--- src/design/sme_pkg.sv ---
// shared types and constants for the six-register machine execute block
// no dependencies; used by sme_alu and six_register_machine_execute
package sme_pkg;

   localparam int NUM_REGS   = 6;
   localparam int DATA_WIDTH = 32;
   localparam int REG_IDX_W  = $clog2(NUM_REGS);

   // configuration register indexes, one 32-bit word each at 4*index
   localparam int CSR_ADDR_W = 4;

   typedef enum logic [1:0] {
      CSR_IP_BOUND    = 2'd0,
      CSR_PROG_LENGTH = 2'd1,
      CSR_STEP_LIMIT  = 2'd2,
      CSR_INITIAL_R0  = 2'd3
   } csr_index_type;

   typedef enum logic [3:0] {
      OP_ADDR = 4'd0,
      OP_ADDI = 4'd1,
      OP_MULR = 4'd2,
      OP_MULI = 4'd3,
      OP_BANR = 4'd4,
      OP_BANI = 4'd5,
      OP_BORR = 4'd6,
      OP_BORI = 4'd7,
      OP_SETR = 4'd8,
      OP_SETI = 4'd9,
      OP_GTIR = 4'd10,
      OP_GTRI = 4'd11,
      OP_GTRR = 4'd12,
      OP_EQIR = 4'd13,
      OP_EQRI = 4'd14,
      OP_EQRR = 4'd15
   } opcode_type;

   typedef logic [DATA_WIDTH-1:0] data_type;

   // operand a names a register except for seti, gtir, eqir
   function automatic logic a_is_reg(opcode_type op);
      return !(op == OP_SETI || op == OP_GTIR || op == OP_EQIR);
   endfunction

   // operand b names a register for the r forms and the ir compares
   function automatic logic b_is_reg(opcode_type op);
      return op == OP_ADDR || op == OP_MULR || op == OP_BANR || op == OP_BORR ||
             op == OP_GTIR || op == OP_GTRR || op == OP_EQIR || op == OP_EQRR;
   endfunction

endpackage

--- src/design/sme_alu.sv ---
// single-operation alu of the machine: add, multiply, logic, set, compares
// depends on sme_pkg
module sme_alu (
   input  sme_pkg::opcode_type op,
   input  sme_pkg::data_type   av,
   input  sme_pkg::data_type   bv,
   output sme_pkg::data_type   res
);

   always_comb begin
      unique case (op)
         sme_pkg::OP_ADDR, sme_pkg::OP_ADDI: res = av + bv;
         sme_pkg::OP_MULR, sme_pkg::OP_MULI: res = av * bv;
         sme_pkg::OP_BANR, sme_pkg::OP_BANI: res = av & bv;
         sme_pkg::OP_BORR, sme_pkg::OP_BORI: res = av | bv;
         sme_pkg::OP_SETR, sme_pkg::OP_SETI: res = av;
         sme_pkg::OP_GTIR, sme_pkg::OP_GTRI, sme_pkg::OP_GTRR:
            res = sme_pkg::DATA_WIDTH'($signed(av) > $signed(bv));
         default: res = sme_pkg::DATA_WIDTH'(av == bv);
      endcase
   end

endmodule

--- src/design/six_register_machine_execute.sv ---
// Executes one instruction of a six-register machine per word: the word is
// captured in an input register, then register read, one alu operation,
// register write and pointer update happen as it advances, ending in the
// result register. Throughput is one word per clock while the response
// channel does not stall; the input and result registers lie around the
// single alu pass (the 32x32 multiply is the long path). The pointer and
// register state update as each word completes, so a new word can follow
// every cycle unless stalled. Configuration goes through an APB-style port
// at byte addresses 0, 4, 8, 12 and should be written only while idle.
// depends on sme_pkg and sme_alu
module six_register_machine_execute (
   input  logic               clock,
   input  logic               reset,
   // request channel
   input  logic               req_valid,
   output logic               req_ready,
   input  logic               req_func,
   input  logic [3:0]         req_opcode,
   input  logic signed [31:0] req_operand_a,
   input  logic signed [31:0] req_operand_b,
   input  logic [2:0]         req_dest_index,
   // response channel
   output logic               rsp_valid,
   input  logic               rsp_ready,
   output logic signed [31:0] rsp_next_pointer,
   output logic signed [31:0] rsp_reg0_value,
   output logic               rsp_halted,
   output logic               rsp_index_error,
   // configuration port
   input  logic                           psel,
   input  logic                           penable,
   input  logic                           pwrite,
   input  logic [sme_pkg::CSR_ADDR_W-1:0] paddr,
   input  logic [31:0]                    pwdata,
   output logic [31:0]                    prdata,
   output logic                           pready
);

   localparam int DW = sme_pkg::DATA_WIDTH;
   localparam int IW = sme_pkg::REG_IDX_W;

   // configuration registers
   logic [2:0]         bound_ff;
   logic [15:0]        prog_len_ff;
   logic [30:0]        step_limit_ff;
   logic [31:0]        init_r0_ff;
   logic               csr_write;
   sme_pkg::csr_index_type csr_idx;

   // input register
   logic               in_valid_ff, in_valid_in;
   logic               x_func_ff;
   sme_pkg::opcode_type x_op_ff;
   logic [31:0]        x_a_ff, x_b_ff;
   logic [2:0]         x_dst_ff;

   // machine state
   sme_pkg::data_type  rf_ff [sme_pkg::NUM_REGS];
   sme_pkg::data_type  rf_in [sme_pkg::NUM_REGS];
   sme_pkg::data_type  ip_ff, ip_in;
   logic [30:0]        count_ff, count_in;
   logic               halt_ff, halt_in;

   // result register
   logic               rsp_valid_ff, rsp_valid_in;
   logic [31:0]        rsp_ptr_ff, rsp_r0_ff;
   logic               rsp_halt_ff, rsp_err_ff;
   logic               err;

   logic               accept, adv;
   logic               bound_ok;
   logic [IW-1:0]      bidx, aidx, bbidx, didx;
   logic               a_reg, b_reg, a_bad, b_bad, d_bad;
   sme_pkg::data_type  rfm [sme_pkg::NUM_REGS];
   sme_pkg::data_type  av, bv, res, base;

   // ---------------- configuration port ----------------
   assign pready    = 1'b1;
   assign csr_write = psel & penable & pwrite & pready;
   assign csr_idx   = sme_pkg::csr_index_type'(paddr[3:2]);

   always_ff @(posedge clock) begin
      if (reset) begin
         bound_ff      <= '0;
         prog_len_ff   <= 16'd1;
         step_limit_ff <= 31'h7fff_ffff;
         init_r0_ff    <= '0;
      end else if (csr_write) begin
         unique case (csr_idx)
            sme_pkg::CSR_IP_BOUND:    bound_ff      <= pwdata[2:0];
            sme_pkg::CSR_PROG_LENGTH: prog_len_ff   <= pwdata[15:0];
            sme_pkg::CSR_STEP_LIMIT:  step_limit_ff <= pwdata[30:0];
            sme_pkg::CSR_INITIAL_R0:  init_r0_ff    <= pwdata;
         endcase
      end
   end

   always_comb begin
      unique case (csr_idx)
         sme_pkg::CSR_IP_BOUND:    prdata = {29'd0, bound_ff};
         sme_pkg::CSR_PROG_LENGTH: prdata = {16'd0, prog_len_ff};
         sme_pkg::CSR_STEP_LIMIT:  prdata = {1'b0, step_limit_ff};
         sme_pkg::CSR_INITIAL_R0:  prdata = init_r0_ff;
      endcase
   end

   // ---------------- handshake ----------------
   assign adv         = in_valid_ff & (~rsp_valid_ff | rsp_ready);
   assign req_ready   = ~in_valid_ff | adv;
   assign accept      = req_valid & req_ready;
   assign in_valid_in = accept | (in_valid_ff & ~adv);
   assign rsp_valid_in = adv | (rsp_valid_ff & ~rsp_ready);

   always_ff @(posedge clock) begin
      if (reset) begin
         in_valid_ff  <= 1'b0;
         rsp_valid_ff <= 1'b0;
      end else begin
         in_valid_ff  <= in_valid_in;
         rsp_valid_ff <= rsp_valid_in;
      end
   end

   always_ff @(posedge clock) begin
      if (accept) begin
         x_func_ff <= req_func;
         x_op_ff   <= sme_pkg::opcode_type'(req_opcode);
         x_a_ff    <= req_operand_a;
         x_b_ff    <= req_operand_b;
         x_dst_ff  <= req_dest_index;
      end
   end

   // ---------------- execute ----------------
   assign bound_ok = int'(bound_ff) < sme_pkg::NUM_REGS;
   assign bidx     = IW'(bound_ff);
   assign aidx     = x_a_ff[IW-1:0];
   assign bbidx    = x_b_ff[IW-1:0];
   assign didx     = IW'(x_dst_ff);
   assign a_reg    = sme_pkg::a_is_reg(x_op_ff);
   assign b_reg    = sme_pkg::b_is_reg(x_op_ff);
   assign a_bad    = x_a_ff >= 32'(sme_pkg::NUM_REGS);
   assign b_bad    = x_b_ff >= 32'(sme_pkg::NUM_REGS);
   assign d_bad    = int'(x_dst_ff) >= sme_pkg::NUM_REGS;
   assign err      = d_bad | (a_reg & a_bad) | (b_reg & b_bad);

   // register file as seen by the instruction: pointer mirrored first
   always_comb begin
      for (int i = 0; i < sme_pkg::NUM_REGS; i++) begin
         rfm[i] = (bound_ok && IW'(i) == bidx) ? ip_ff : rf_ff[i];
      end
   end

   assign av = a_reg ? rfm[aidx] : DW'($signed(x_a_ff));
   assign bv = b_reg ? rfm[bbidx] : DW'($signed(x_b_ff));

   sme_alu u_alu (
      .op  (x_op_ff),
      .av  (av),
      .bv  (bv),
      .res (res)
   );

   // pointer base: bound register after the write, or the old pointer
   always_comb begin
      if (!bound_ok) begin
         base = ip_ff;
      end else if (!err && didx == bidx) begin
         base = res;
      end else begin
         base = ip_ff;
      end
   end

   always_comb begin
      for (int i = 0; i < sme_pkg::NUM_REGS; i++) begin
         rf_in[i] = rf_ff[i];
      end
      ip_in    = ip_ff;
      count_in = count_ff;
      halt_in  = halt_ff;
      priority if (x_func_ff) begin
         // restart: clear, load r0, take pointer from the bound register
         for (int i = 0; i < sme_pkg::NUM_REGS; i++) begin
            rf_in[i] = '0;
         end
         rf_in[0] = DW'($signed(init_r0_ff));
         if (bound_ok && bidx == '0) begin
            ip_in = DW'($signed(init_r0_ff));
         end else begin
            ip_in = '0;
         end
         count_in = '0;
         halt_in  = ip_in[DW-1] || (ip_in >= DW'(prog_len_ff)) ||
                    (step_limit_ff <= 31'd1);
      end else if (!halt_ff) begin
         for (int i = 0; i < sme_pkg::NUM_REGS; i++) begin
            rf_in[i] = rfm[i];
         end
         if (!err) begin
            rf_in[didx] = res;
         end
         ip_in    = base + DW'(1);
         count_in = count_ff + 31'd1;
         halt_in  = ip_in[DW-1] || (ip_in >= DW'(prog_len_ff)) ||
                    (({1'b0, count_in} + 32'd1) >= {1'b0, step_limit_ff});
      end else begin
         // halted: state holds
      end
   end

   always_ff @(posedge clock) begin
      if (reset) begin
         for (int i = 0; i < sme_pkg::NUM_REGS; i++) begin
            rf_ff[i] <= '0;
         end
         ip_ff    <= '0;
         count_ff <= '0;
         halt_ff  <= 1'b0;
      end else if (adv) begin
         for (int i = 0; i < sme_pkg::NUM_REGS; i++) begin
            rf_ff[i] <= rf_in[i];
         end
         ip_ff    <= ip_in;
         count_ff <= count_in;
         halt_ff  <= halt_in;
      end
   end

   always_ff @(posedge clock) begin
      if (adv) begin
         rsp_ptr_ff  <= ip_in[31:0];
         rsp_r0_ff   <= rf_in[0][31:0];
         rsp_halt_ff <= halt_in;
         rsp_err_ff  <= ~x_func_ff & ~halt_ff & err;
      end
   end

   assign rsp_valid        = rsp_valid_ff;
   assign rsp_next_pointer = rsp_ptr_ff;
   assign rsp_reg0_value   = rsp_r0_ff;
   assign rsp_halted       = rsp_halt_ff;
   assign rsp_index_error  = rsp_err_ff;

   // ---------------- assertions ----------------
   a_reset_state: assert property (@(posedge clock)
      reset |=> (!halt_ff && ip_ff == '0 && count_ff == '0))
      else $error("machine state not cleared by reset");

   a_restart_count: assert property (@(posedge clock) disable iff (reset)
      (adv && x_func_ff) |=> (count_ff == '0))
      else $error("restart did not clear executed count");

   a_halted_holds: assert property (@(posedge clock) disable iff (reset)
      (adv && !x_func_ff && halt_ff) |=> ($stable(ip_ff) && $stable(count_ff) && halt_ff))
      else $error("halted machine changed state");

   a_step_count: assert property (@(posedge clock) disable iff (reset)
      (adv && !x_func_ff && !halt_ff) |=> (count_ff == $past(count_ff) + 31'd1))
      else $error("executed count did not advance");

   a_empty_ready: assert property (@(posedge clock) disable iff (reset)
      !in_valid_ff |-> req_ready)
      else $error("empty input register refused a word");

endmodule
--- config.mk ---
export PLATFORM = sky130hd
export DESIGN_NAME = six_register_machine_execute
export DESIGN_NICKNAME = d
export VERILOG_FILES = /design/src/design/sme_pkg.sv /design/src/design/sme_alu.sv /design/src/design/six_register_machine_execute.sv
export SDC_FILE = /design/constraint.sdc
export NUM_CORES = 2
export LEC_CHECK = 0
export BUFFER_PORTS_ARGS = -buffer_cell sky130_fd_sc_hd__buf_2
export CORE_MARGIN = 2
export CORE_UTILIZATION = 55
export DETAILED_ROUTE_END_ITERATION = 10
export HOLD_SLACK_MARGIN = 0.02
export PLACE_DENSITY = 0.72
export SYNTH_ARGS = -nofsm -noshare
export SYNTH_HDL_FRONTEND = slang
export SYNTH_HIERARCHICAL = 1
export SYNTH_SLANG_ARGS = --single-unit
--- constraint.sdc ---
create_clock -name clock -period 34.9 [get_ports clock]
set_input_delay 3.49 -clock clock [delete_from_list [all_inputs] [get_ports clock]]
set_output_delay 3.49 -clock clock [all_outputs]
set_load 0.01 [all_outputs]
==> report_table.html <==
<table>
<tr><th>Metric</th><th>Value</th></tr>
<tr><th colspan="2">Clock tree</th></tr>
<tr><td>CTS tree</td><td>yes</td></tr>
<tr><td>Number of post-CTS setup repair buffers</td><td>0</td></tr>
<tr><td>CTS Sinks</td><td>about 480</td></tr>
<tr><td>Resize count post-CTS</td><td>0</td></tr>
<tr><td># hold bufs at CTS</td><td>0</td></tr>
<tr><td>Clock edge transition at the registers on the reported setup and hold paths</td><td>0.06 ns</td></tr>
<tr><td>H-tree levels</td><td>2</td></tr>
<tr><td>Clock Path Buffers</td><td>3</td></tr>
<tr><td>Clock Root Buffer</td><td>sky130_fd_sc_hd__clkbuf_16</td></tr>
<tr><td>Number of buffers added by the clock tree synthesis step</td><td>54</td></tr>
<tr><td>Clk_lat worst skew</td><td>0.70 ns</td></tr>
<tr><th colspan="2">Logic synthesis</th></tr>
<tr><td>Cell with the most instances after synthesis</td><td>sky130_fd_sc_hd__nor2_1</td></tr>
<tr><td>Synthesized area divided by synthesized cell count</td><td>just under 9 um^2</td></tr>
<tr><td>Post-Synthesis Cell Area</td><td>49600 um^2</td></tr>
<tr><td>Cell accounting for the most synthesized area</td><td>sky130_fd_sc_hd__edfxtp_1</td></tr>
<tr><td>FF+latch count, synth</td><td>478</td></tr>
<tr><td>Top-area cell type share of the netlist area</td><td>20.0%</td></tr>
<tr><td>Syn Nets</td><td>roughly 6500</td></tr>
<tr><td>Sequential-to-total area share from yosys stat</td><td>25.9%</td></tr>
<tr><td>FFs w/ async S/R, synth</td><td>0%</td></tr>
<tr><td>Synth warn</td><td>6</td></tr>
<tr><td>Ys flop type</td><td>sky130_fd_sc_hd__edfxtp_1</td></tr>
<tr><td>Number of enable-type register cells in the synthesized netlist</td><td>330</td></tr>
<tr><td>Number of distinct library cell variants in the gate-level netlist after synthesis</td><td>93</td></tr>
<tr><td>Number of standard cells after synthesis</td><td>around 5700</td></tr>
<tr><td>Leading cell types by count after synthesis</td><td>sky130_fd_sc_hd__nor2_1 (779), sky130_fd_sc_hd__nand2_1 (593), sky130_fd_sc_hd__inv_1 (540)</td></tr>
<tr><td>Ranking of synthesized cells by area</td><td>sky130_fd_sc_hd__edfxtp_1 (20%), sky130_fd_sc_hd__fa_1 (16%), sky130_fd_sc_hd__ha_1 (7.2%)</td></tr>
<tr><th colspan="2">Min path</th></tr>
<tr><td>Tightest Hold Check Type</td><td>flip-flop to flip-flop</td></tr>
<tr><th colspan="2">Drt</th></tr>
<tr><td>Routed vias</td><td>44800</td></tr>
<tr><td>Routed wire length per instance</td><td>26.0 um</td></tr>
<tr><td>Uppermost routed layer</td><td>met5</td></tr>
<tr><td>Residual DRC</td><td>0</td></tr>
<tr><td>Length of the first detailed-routing pass in iterations</td><td>8</td></tr>
<tr><td>Routed met2 length</td><td>between 70000 and 80000 um</td></tr>
<tr><td>Detailed Route Iter0 Violations</td><td>5647</td></tr>
<tr><td>Post-DR vias/cell</td><td>6.48</td></tr>
<tr><td>Total wire length after detailed routing</td><td>roughly 180000 um</td></tr>
<tr><td>Met1 Routed Length</td><td>67500 um</td></tr>
<tr><td>Detailed-routed wire length on met3</td><td>22000 um</td></tr>
<tr><td>Post-route ant nets</td><td>0</td></tr>
<tr><th colspan="2">Die</th></tr>
<tr><td>Core area</td><td>89700 um^2</td></tr>
<tr><td>Initial standard-cell utilization of the core</td><td>55.3%</td></tr>
<tr><td>Core Rows</td><td>110</td></tr>
<tr><td>I/O pin count</td><td>216</td></tr>
<tr><td>Vertical die dimension</td><td>304 um</td></tr>
<tr><td>Die Footprint</td><td>92700 um^2</td></tr>
<tr><td>Die width</td><td>304 um</td></tr>
<tr><th colspan="2">Timing</th></tr>
<tr><td>Unrepaired setup endpoints after global routing</td><td>no</td></tr>
<tr><td>Largest clock skew in the final design</td><td>0.0823 ns</td></tr>
<tr><td>Smallest setup slack after layout</td><td>20.87 ns</td></tr>
<tr><td>Time the final worst path needs with I/O delays and setup</td><td>roughly 14 ns</td></tr>
<tr><td>Number of max-slew violations in the final report</td><td>0</td></tr>
<tr><td>Worst hold-check slack</td><td>0.476 ns</td></tr>
<tr><td>Post-route fraction of the period consumed by the critical path</td><td>40.2%</td></tr>
<tr><td>FMAX</td><td>71.3 MHz</td></tr>
<tr><td>Total negative slack</td><td>0 ns</td></tr>
<tr><td>Total count of hold-check failures in the final report</td><td>0</td></tr>
<tr><td>Worst-case headroom to the max-slew limit</td><td>21.5%</td></tr>
<tr><td>Final setup violation count</td><td>0</td></tr>
<tr><td>Actual slew at the worst max-slew pin</td><td>1.15 ns</td></tr>
<tr><th colspan="2">Power</th></tr>
<tr><td>Max VDD drop</td><td>0.195 mV</td></tr>
<tr><td>Static leakage</td><td>0.0229 uW</td></tr>
<tr><td>Power per cell area</td><td>92.1 nW/um^2</td></tr>
<tr><th colspan="2">Cells and area</th></tr>
<tr><td>Count of filler cells inserted in the layout</td><td>7842</td></tr>
<tr><td>Fraction of final layout cells sized beyond drive strength 1</td><td>10.2%</td></tr>
<tr><td>Final net count</td><td>between 6000 and 7000</td></tr>
<tr><td>Relative area change from synthesis to final layout</td><td>8.26%</td></tr>
<tr><th colspan="2">Global route</th></tr>
<tr><td>Total track usage</td><td>38.1%</td></tr>
<tr><td>Global-route wire length before repair</td><td>approximately 270000 um</td></tr>
<tr><td>Remaining global-route overflow</td><td>0</td></tr>
<tr><td>Number of global-route vias before repair</td><td>43700</td></tr>
<tr><td>Maximum number of pins on one net before global-route repair</td><td>89</td></tr>
<tr><td>Antenna violations before repair</td><td>3</td></tr>
<tr><th colspan="2">Worst setup path</th></tr>
<tr><td>Crit-path max FO</td><td>20</td></tr>
<tr><td>Data required time at the worst endpoint</td><td>35.33 ns</td></tr>
<tr><td>Critical path class</td><td>flip-flop to flip-flop</td></tr>
<tr><td>CP arrival</td><td>14.46 ns</td></tr>
<tr><td>Worst path max stage delay</td><td>slightly below 0.9 ns</td></tr>
<tr><td>Slowest CP cell</td><td>sky130_fd_sc_hd__o21ai_0</td></tr>
<tr><td>Library cell appearing most often on the critical path</td><td>sky130_fd_sc_hd__fa_1</td></tr>
<tr><td>Worst setup SP type</td><td>flip-flop</td></tr>
<tr><td>Capturing element type of the critical path</td><td>flip-flop</td></tr>
<tr><th colspan="2">Status</th></tr>
<tr><td>Result of the run</td><td>completed</td></tr>
<tr><th colspan="2">Placed design</th></tr>
<tr><td>Total half-perimeter wirelength after legalization and detailed placement</td><td>around 130000 um</td></tr>
<tr><td>Port Buffer Count</td><td>212</td></tr>
<tr><td>Placement-stage worst setup slack</td><td>21.25 ns</td></tr>
<tr><td>Routability Congestion</td><td>1.00</td></tr>
<tr><th colspan="2">Run</th></tr>
<tr><td>Number of max-cap violations</td><td>0</td></tr>
</table>
power by group:
group / switching, uW / leakage, uW / total, uW / internal, uW
combinational: 2310 / 0.0174 / 3650 / 1340
sequential: 23.4 / 0.00458 / 658 / 635
clock: 261 / 0.000963 / 636 / 375
total: 2600 / 0.0229 / 4950 / 2350
placed cells by master, fill, tap and decap left out, drive strengths merged, types with 47 or more instances in the layout:
cell	synthesis	routed
xor2	70	70
ha	286	286
nand3	73	73
xnor2	131	131
dfxtp	148	148
a21oi	340	340
edfxtp	330	330
inv	545	551
and2	47	47
nor3	106	106
nor2	779	779
nor2b	47	47
a211oi	234	234
clkbuf	380	70
mux4	63	63
o22ai	94	94
mux2i	252	252
fa	409	409
o21ai	197	197
buf	56	363
nand2	593	593
state kept, by name, indices dropped and copies added (netlist names):
name              count
halt_ff               1
prog_len_ff          16
rsp_reg0_value       32
in_valid_ff           1
rsp_halted            1
rsp_valid             1
step_limit_ff        31
init_r0_ff           32
didx                  3
ip_ff                32
x_a_ff               32
count_ff             31
rsp_next_pointer     32
rf_ff               192
x_func_ff             1
x_b_ff               32
rsp_index_error       1
bidx                  3
x_op_ff               4
layout make-up:
type                    instances  area [um^2]  area share [%]
repair buffers                363         2190            4.08
diodes                          1         2.50         0.00466
multi-input cells            4225        33100            61.6
flip-flops and latches        478        12900            24.0
clock inverters                32          407           0.757
inverters                     559         2100            3.92
well taps                    1176         1470            2.74
clock buffers                  70         1580            2.94
cells by family (layout without fill, tap and decap cells):
group | count (synthesis) | count (layout) | share of synthesized area, %
simple gates | 1843 | 1843 | 16.1
xor+xnor | 201 | 201 | 3.55
fa+ha+maj | 696 | 696 | 23.7
other cells | 1 | 2 | 0.00756
buf+inv | 995 | 1024 | 7.63
compound gates | 1157 | 1157 | 14.8
flops | 478 | 478 | 25.9
mux | 327 | 327 | 8.23
through the flow:
stage / std cells / area [um^2] / utilization [%] / power [uW]
after floorplan: 5698 / 49600 / - / 2930
final: 6904 / 53700 / 59.9 / 4950
after global routing: 6903 / 53700 / 59.9 / 5260
after detailed placement: 6801 / 51700 / 57.7 / 4160
after global placement: 6801 / 51700 / 57.7 / 4120
after CTS: 6903 / 53700 / 59.9 / 4840
critical path, delay by kind of cell, from the launching register on:
family,cells,cell delay [ns]
muxes,3,1.06
AOI/OAI and AO/OA,7,2.44
and+or+nand+nor,14,3.76
xor gates and xnor gates,2,0.32
buffers and inverters,5,1.64
adders and majority gates,9,3.89
DFF,1,0.59
routing by layer:
metal	vias up	global-route usage, %
met5	-	0
met4	2	21.6
met3	675	9.15
met2	3037	58.0
met1	21600	49.8
li1	19400	-
final timing paths:
check	start	to	slack [ns]	cells after the start
worst max-delay path	bidx[1]	rsp_halted	20.87	40
worst min-delay path	prog_len_ff[1]	prog_len_ff[1]	0.48	2
worst max register to register	bidx[1]	rsp_halted	20.87	40
worst min register to register	prog_len_ff[1]	prog_len_ff[1]	0.48	2
No activity file was read; power rests on OpenSTA's default activity.
